**src/rtl/kru_pkg.sv**
```systemverilog
// Shared types and constants for the keyed record upsert table.
// Used by kru_cell and keyed_record_upsert_table_top; depends on nothing.
package kru_pkg;

    localparam int TABLE_DEPTH = 64;
    localparam int IDX_W       = (TABLE_DEPTH > 1) ? $clog2(TABLE_DEPTH) : 1;
    localparam int CNT_W       = $clog2(TABLE_DEPTH + 1);

    localparam int KEY_W    = 48;
    localparam int ITEM_W   = 48;
    localparam int PLAYER_W = 16;
    localparam int FLAGS_W  = 8;
    localparam int REQ_W    = 2;
    localparam int STAT_W   = 3;
    localparam int FILL_W   = 7;

    // Request codes.
    localparam logic [REQ_W-1:0] REQ_UPSERT = 2'd0;
    localparam logic [REQ_W-1:0] REQ_LOOKUP = 2'd1;
    localparam logic [REQ_W-1:0] REQ_CLEAR  = 2'd2;

    // Result status codes.
    localparam logic [STAT_W-1:0] STAT_UPDATED  = 3'd0;
    localparam logic [STAT_W-1:0] STAT_INSERTED = 3'd1;
    localparam logic [STAT_W-1:0] STAT_DROPPED  = 3'd2;
    localparam logic [STAT_W-1:0] STAT_HIT      = 3'd3;
    localparam logic [STAT_W-1:0] STAT_MISS     = 3'd4;
    localparam logic [STAT_W-1:0] STAT_CLEARED  = 3'd5;

    // Search token that travels down the row of cells, one cell per cycle.
    // On a lookup hit the data fields are replaced by the stored record.
    typedef struct packed {
        logic                vld;
        logic [REQ_W-1:0]    op;
        logic [KEY_W-1:0]    key;
        logic [ITEM_W-1:0]   item;
        logic [PLAYER_W-1:0] player;
        logic [FLAGS_W-1:0]  flags;
        logic                found;
        logic                inserted;
    } kru_tok_t;

endpackage

```
**src/rtl/kru_cell.sv**
```systemverilog
// One table cell: holds a single record and passes the search token on.
// Depends on kru_pkg.
module kru_cell
    import kru_pkg::*;
(
    input  logic             clk,
    input  logic             rst_n,
    input  logic [IDX_W-1:0] cell_idx,
    input  logic [CNT_W-1:0] used_count,
    input  kru_tok_t         tok_in,
    output kru_tok_t         tok_out
);

    logic [KEY_W-1:0]    key_reg;
    logic [ITEM_W-1:0]   item_reg;
    logic [PLAYER_W-1:0] player_reg;
    logic [FLAGS_W-1:0]  flags_reg;
    kru_tok_t            tok_reg;
    kru_tok_t            tok_next;

    logic [CNT_W-1:0] idx_ext;
    logic             searching;
    logic             match;
    logic             append;

    assign idx_ext   = CNT_W'(cell_idx);
    assign searching = tok_in.vld && !tok_in.found;
    assign match     = searching && (idx_ext < used_count) && (key_reg == tok_in.key)
                       && ((tok_in.op == REQ_UPSERT) || (tok_in.op == REQ_LOOKUP));
    // The first unfilled cell takes an upsert that matched nowhere before it.
    assign append    = searching && (tok_in.op == REQ_UPSERT) && (idx_ext == used_count);

    always_comb
    begin
        tok_next = tok_in;
        if (match)
        begin
            tok_next.found = 1'b1;
            if (tok_in.op == REQ_LOOKUP)
            begin
                tok_next.item   = item_reg;
                tok_next.player = player_reg;
                tok_next.flags  = flags_reg;
            end
        end
        else if (append)
        begin
            tok_next.found    = 1'b1;
            tok_next.inserted = 1'b1;
        end
    end

    always_ff @(posedge clk)
    begin
        if (append)
        begin
            key_reg <= tok_in.key;
        end
        if (append || (match && (tok_in.op == REQ_UPSERT)))
        begin
            item_reg   <= tok_in.item;
            player_reg <= tok_in.player;
            flags_reg  <= tok_in.flags;
        end
    end

    always_ff @(posedge clk or negedge rst_n)
    begin
        if (!rst_n)
        begin
            tok_reg <= '0;
        end
        else
        begin
            tok_reg <= tok_next;
        end
    end

    assign tok_out = tok_reg;

endmodule

```
**config.mk**
```make
export PLATFORM = sky130hd
export DESIGN_NAME = kru_cell
export DESIGN_NICKNAME = d
export VERILOG_FILES = /design/src/rtl/kru_pkg.sv /design/src/rtl/kru_cell.sv
export SDC_FILE = /design/constraint.sdc
export NUM_CORES = 1
export LEC_CHECK = 0
export BUFFER_PORTS_ARGS = -buffer_cell sky130_fd_sc_hd__clkbuf_2
export CORE_ASPECT_RATIO = 1.1
export CORE_MARGIN = 4
export CORE_UTILIZATION = 50
export DETAILED_ROUTE_END_ITERATION = 10
export PLACE_DENSITY = 0.78
export SLEW_MARGIN = 40
export SYNTH_ARGS = -nofsm -noshare
export SYNTH_HDL_FRONTEND = slang
export SYNTH_SLANG_ARGS = --single-unit
```
**constraint.sdc**
```tcl
create_clock -name clk -period 4.08 [get_ports clk]
set_clock_uncertainty 0.15 [all_clocks]
set_input_delay 0.408 -clock clk [delete_from_list [all_inputs] [get_ports clk]]
set_output_delay 0.408 -clock clk [all_outputs]
set_load 0.05 [all_outputs]
```
==> results of run 1 <==
cells by family (layout without fill, tap and decap cells):
group / count (synthesis) / after routing
other: 0 / 1
multiplexers: 72 / 72
flip-flops: 245 / 245
AND/OR/NAND/NOR: 34 / 34
XOR/XNOR: 48 / 48
adder cells (fa/ha/maj): 6 / 6
buffers and inverters: 16 / 452
AO/OA/AOI/OAI: 5 / 5
worst max-delay path, delay by kind of cell:
family,cells,cell delay (ps)
AND/OR/NAND/NOR,2,1070
AO/OA/AOI/OAI,1,460
multiplexers,1,370
XOR/XNOR,1,160
buffers and inverters,3,970
area by class of cell:
type                            count  area [µm²]  share of cell area [%]
Tap cell                          204         255                    2.12
Sequential cell                   245        6730                    55.8
Antenna cell                        1        2.50                  0.0208
Clock inverter                      7        66.3                   0.550
Timing Repair Buffer              402        2730                    22.7
Inverter                            9        33.8                   0.280
Multi-Input combinational cell    165        1600                    13.3
Clock buffer                       34         637                    5.28
synthesized netlist by cell type:
| library cell | instances | area (µm²) |
|---|---|---|
| a21oi_1 | 2 | 10.0 |
| nor3_1 | 2 | 10.0 |
| or3_1 | 1 | 6.26 |
| or3b_4 | 1 | 11.3 |
| or4_4 | 1 | 11.3 |
| o21bai_1 | 1 | 7.51 |
| ha_1 | 6 | 75.1 |
| buf_6 | 7 | 78.8 |
| mux2_1 | 18 | 203 |
| edfxtp_1 | 120 | 3600 |
| a2111oi_0 | 1 | 8.76 |
| nand4_1 | 8 | 50.1 |
| nor4_4 | 1 | 21.3 |
| xor2_1 | 36 | 315 |
| a21o_1 | 1 | 7.51 |
| and3b_1 | 1 | 8.76 |
| nand4b_1 | 1 | 8.76 |
| nand3_1 | 2 | 10.0 |
| dfrtp_1 | 125 | 3130 |
| mux2_2 | 54 | 608 |
| inv_1 | 9 | 33.8 |
| xnor2_1 | 12 | 105 |
| nand3b_1 | 1 | 7.51 |
| nor4_1 | 15 | 93.8 |
final timing paths:
path	endpoint	slack (ps)	cells after the start
setup / recovery	tok_out[42]	830	8
hold / removal	tok_out[41]	320	1
setup reg to reg	tok_out[42]	1040	6
hold reg to reg	tok_out[41]	320	1
max in group asynchronous	tok_out[56]	2410	3
min in group asynchronous	tok_out[11]	410	2
report_power, final:
part / switching [mW] / total, mW / leakage [nW] / internal, mW
clock network: 0.867 / 2.01 / 0.342 / 1.15
registers: 0.0248 / 2.68 / 2.53 / 2.66
logic: 0.402 / 0.615 / 2.30 / 0.213
stage by stage:
| step | hold slack [ps] | instance area (µm²) | power, mW | std cells | worst slack [ps] |
|---|---|---|---|---|---|
| 6_report | 316 | 12100 | 5.31 | 1067 | 829 |
| 3_3_place_gp | 294 | 10100 | 3.22 | 899 | 774 |
| 3_5_place_dp | 297 | 10100 | 3.24 | 899 | 735 |
| 2_1_floorplan | -37.6 | 8440 | 3.02 | 426 | 339 |
| 5_1_grt | 336 | 12100 | 5.50 | 1067 | 665 |
| 4_1_cts | 318 | 12100 | 5.33 | 1066 | 869 |
metal layers:
layer / track usage (%) / part of all wire [%] / routed length (µm)
met5: 0 / 0 / 0
met3: 6.78 / 7.9 / 1750
met2: 42.1 / 51 / 11400
met1: 28.1 / 38 / 8410
met4: 7.96 / 2.7 / 595
repair_timing:
action                     CTS  global route
hold endpoints to repair   275             0
setup endpoints to repair    0             0
hold buffers               126             0
==> results.sh, run 1 <==
export IMPL_status="finished clean"
export IMPL_fmax_mhz=308
export IMPL_tritoncts="done"
export IMPL_synth_cells=426
export IMPL_finalSetupViolCount=0
export IMPL_path_class="input pin to flip-flop"
export IMPL_cpPeakStageDelay_ps=780
export IMPL_grt_overflow=0
export IMPL_synth_cell_types=24
export IMPL_cellPowerDensity_nw_per_um2=441
export IMPL_cts_clk_slew_worst_paths_ps=60
export IMPL_design_die_area_um2=19000
export IMPL_syn_area_um2=8420
export IMPL_hpwl_um=13400
export IMPL_worstHoldStart="item_reg[15]"
export IMPL_yosys_area_share_simple_pct=2.84
export IMPL_avgViaCountPerCell=5.12
export IMPL_rsz0062_at_grt="no"
export IMPL_post_cts_buffers=0
export IMPL_min_path_type="flip-flop to flip-flop"
export IMPL_areaGrowthSynthToFinish_pct=43.1
export IMPL_wirelength_um=22100
export IMPL_synth_top_family_by_area="multiplexers"
export IMPL_synth_xor_area_share_pct=4.99
export IMPL_drv_cap=0
export IMPL_cp_arrival_ps=3460
export IMPL_finalMaxSlewViolations=0
export IMPL_cts_sinks=245
export IMPL_fin_crit_ps=3250
export IMPL_p_leak_nw=5.18
export IMPL_ir_drop_uv=323
export IMPL_final_cell_mix="clkbuf_2 (263), dlygate4sd3_1 (126), dfrtp_1 (125)"
export IMPL_globalRouteTotalUtil_pct=23.7
export IMPL_required_ps=4290
export IMPL_io_pins=265
export IMPL_fin_setup_tns_ps=0
export IMPL_synth_seq_area_share_pct=79.9
export IMPL_crit_chain="dlygate4sd3_1, clkbuf_2, xor2_1, a2111oi_0, nand4_1, nor4_4, buf_12, mux2_1"
export IMPL_synth_compound_area_share_pct=0.401
export IMPL_cts_made_buffers=23
export IMPL_die_h_um=144
export IMPL_wl_per_cell_um=20.8
export IMPL_synth_area_per_cell_um2=19.8
export IMPL_yosysWarnings=0
export IMPL_post_cts_resize_count=0
export IMPL_drive_gt1_share_pct=42.6
export IMPL_floorplan_initialDensity_pct=51.3
export IMPL_root_buffer="clkbuf_16"
export IMPL_grt_first_pass_wirelength_um=35200
export IMPL_yosys_area_share_adder_pct=0.891
export IMPL_grt_pass1_vias=6302
export IMPL_final_common_cell="clkbuf_2"
export IMPL_largest_register_ff_count=125
export IMPL_antenna_found_initial=1
export IMPL_clk_path_buf_depth=3
export IMPL_end_kind="flip-flop"
export IMPL_die_w_um=132
export IMPL_drtIter0Drc=296
export IMPL_slew_headroom_pct=48.5
export IMPL_r2r_start="key_reg[14]"
export IMPL_htree_levels=1
export IMPL_routed_via_count=5466
export IMPL_worst_path_max_delay_cell="nor4_4"
export IMPL_crit_fanout=31
export IMPL_crit_path_start="tok_in[88]"
export IMPL_clk_latency_ps=490
export IMPL_place_congestion=0.816
export IMPL_core_area_um2=16400
export IMPL_hold_violations=0
export IMPL_row_count=49
export IMPL_dr_pass1_iters=4
export IMPL_syn_num_nets=572
export IMPL_cp_start_kind="input pin"
export IMPL_muxShareOfSynthArea_pct=9.63
export IMPL_ant_nets=0
export IMPL_drc=0
export IMPL_port_buffers=264
export IMPL_post_route_period_util_pct=79.7
export IMPL_grt_max_degree=90
export IMPL_fillerInstances=952
export IMPL_worstMarginPinSlew_ps=767
export IMPL_utilization_pct=73.4
export IMPL_synth_seq_cells=245
export IMPL_layout_nets=992
(Power assumes the default switching activity.)
==> run 2: changes to the inputs <==
CORE_UTILIZATION = 46   (was 50)
PLACE_DENSITY = 0.76   (was 0.78)
clock period = 2.7 ns   (was 4.08 ns; I/O delays follow)
==> run 2 against run 1 <==
Against the previous run: register-to-register slack worse by 960 ps; combinational power increased by 54%; critical endpoint is now tok_out[16]; via count fell by 0.88%; final cell count increased by 4.2%; critical path depth up 1; hold slack got worse by 160 ps; sequential share of layout area decreased by 1.3 points; non-clock buffer count grew 10; critical path type unchanged; sequential power rose by 51%; largest cell class unchanged; first-iteration DRC count is 10% lower; global-route usage shrank 2.3 points.
==> results.sh, run 2 (synthesis gave the netlist of run 1 again) <==
export IMPL_root_buffer="clkbuf_16"
export IMPL_end_kind="flip-flop"
export IMPL_worstMarginPinSlew_ps=617
export IMPL_wirelength_um=22100
export IMPL_design_die_area_um2=20500
export IMPL_drc=0
export IMPL_cts_clk_slew_worst_paths_ps=60
export IMPL_antennaDiodeCount=0
export IMPL_tritoncts="done"
export IMPL_global_route_peak_usage_layer="met2"
export IMPL_ant_nets=0
export IMPL_min_path_type="input pin to async pin"
export IMPL_cp_arrival_ps=2880
export IMPL_clk_path_buf_depth=3
export IMPL_io_pins=265
export IMPL_fin_setup_tns_ps=0
export IMPL_dpl_cell_area_um2=10300
export IMPL_areaGrowthSynthToFinish_pct=46.5
export IMPL_layout_nets=1004
export IMPL_grt_pass1_vias=6150
export IMPL_htree_levels=1
export IMPL_path_class="input pin to flip-flop"
export IMPL_port_buffers=264
export IMPL_r2r_start="key_reg[14]"
export IMPL_hpwl_um=13800
export IMPL_avgViaCountPerCell=4.87
export IMPL_grt_max_degree=60
export IMPL_met1_usage_pct=25.1
export IMPL_globalRouteTotalUtil_pct=21.4
export IMPL_clk_latency_ps=510
export IMPL_final_common_cell="clkbuf_2"
export IMPL_required_ps=2920
export IMPL_hold_violations=0
export IMPL_drtIter0Drc=265
export IMPL_crit_fanout=15
export IMPL_rsz0062_at_grt="yes"
export IMPL_fin_crit_ps=2660
export IMPL_drive_gt1_share_pct=44.9
export IMPL_post_cts_buffers=0
export IMPL_cp_start_kind="input pin"
export IMPL_cts_sinks=245
export IMPL_fmax_mhz=376
export IMPL_place_congestion=0.851
export IMPL_grt_util_met3_pct=5.99
export IMPL_grt_use_met2_pct=38.1
export IMPL_postLayoutCellArea_um2=12300
export IMPL_dr_pass1_iters=4
export IMPL_drv_cap=0
export IMPL_grt_overflow=0
export IMPL_regToRegSetupSlack_ps=80
export IMPL_post_route_period_util_pct=98.4
export IMPL_rr_endpoint="tok_out[16]"
export IMPL_largest_register_ff_count=125
export IMPL_grt_first_pass_wirelength_um=33600
export IMPL_floorplan_initialDensity_pct=47.1
export IMPL_final_cell_mix="clkbuf_2 (263), dlygate4sd3_1 (126), dfrtp_1 (125)"
export IMPL_finalMaxSlewViolations=0
export IMPL_p_leak_nw=5.27
export IMPL_die_w_um=137
export IMPL_routed_via_count=5418
export IMPL_cts_made_buffers=25
export IMPL_core_area_um2=17900
export IMPL_slew_headroom_pct=58.9
export IMPL_finalSetupViolCount=0
export IMPL_wl_per_cell_um=19.9
export IMPL_ir_drop_uv=619
export IMPL_cellPowerDensity_nw_per_um2=660
export IMPL_status="finished clean"
export IMPL_antenna_found_initial=0
export IMPL_die_h_um=150
export IMPL_row_count=51
export IMPL_reg2regPathDepth=7
run 2: cell types whose count changed in the layout (fill, tap and decap cells not counted), moves of 2 or more:
cell       before  now
clkbuf_16      23   25
clkbuf_1        9    4
nor4_2          0    4
ha_1            6    3
buf_12          4    8
nor4_1         15   11
clkinv_2        4    6
ha_4            0    3
inv_1           9    6
inv_4           0    2
buf_4           8   15
clkinv_1        0    2
run 2: layer usage:
metal | wire length (µm) | vias to the layer above | share of wire (%)
met4 | 589 | 0 | 2.7
li1 | - | 2421 | -
met5 | 0 | - | 0
met1 | 8150 | 2671 | 37
met2 | 11400 | 279 | 52
met3 | 1910 | 47 | 8.7
run 2: worst max-delay path, stage by stage:
cell           delay (ps)
dlygate4sd3_1         530
clkbuf_2              140
xor2_1                160
a2111oi_0             410
nand4_1               270
nor4_4                370
buf_12                200
buf_12                160
mux2_1                360
run 2: cell type report:
class | instances | area [µm²]
Sequential cell | 245 | 6730
Fill cell | 1122 | 5530
Timing Repair Buffer | 412 | 2850
Multi-Input combinational cell | 165 | 1660
Clock buffer | 32 | 682
Tap cell | 238 | 298
Clock inverter | 11 | 65.1
Inverter | 9 | 51.3
run 2: repair_timing:
| item | in CTS | in global routing |
|---|---|---|
| hold buffers | 126 | 0 |
| endpoints found under the setup margin | 0 | 142 |
| gates resized for setup | 0 | 4 |
| endpoints found under the hold margin | 286 | 0 |
run 2: how the worst max path moves through the flow:
stage / end / from / slack (ps)
2_1_floorplan: flags_reg[0] / used_count[5] / -840
5_1_grt: tok_out[16] / tok_in[88] / -30
4_1_cts: tok_out[32] / tok_in[1] / 10
3_3_place_gp: item_reg[6] / used_count[2] / -70
3_5_place_dp: item_reg[4] / used_count[2] / -120
6_report: tok_out[16] / tok_in[88] / 40
run 2: per-stage QoR:
| step | setup slack, ps | std cells | total power [mW] | util (%) | hold WS [ps] |
|---|---|---|---|---|---|
| 2_1_floorplan | -842 | 426 | 4.57 | - | -176 |
| 3_3_place_gp | -74.1 | 943 | 4.89 | 57.7 | 158 |
| 3_5_place_dp | -122 | 943 | 4.91 | 57.7 | 166 |
| 4_1_cts | 14.4 | 1112 | 8.18 | 68.9 | 174 |
| 5_1_grt | -29.5 | 1112 | 8.45 | 69.1 | 196 |
| 6_report | 42.0 | 1112 | 8.14 | 69.1 | 160 |
run 2: power breakdown:
| part | switching, mW | internal, mW |
|---|---|---|
| logic | 0.614 | 0.332 |
| clock network | 1.36 | 1.78 |
| registers | 0.0342 | 4.02 |
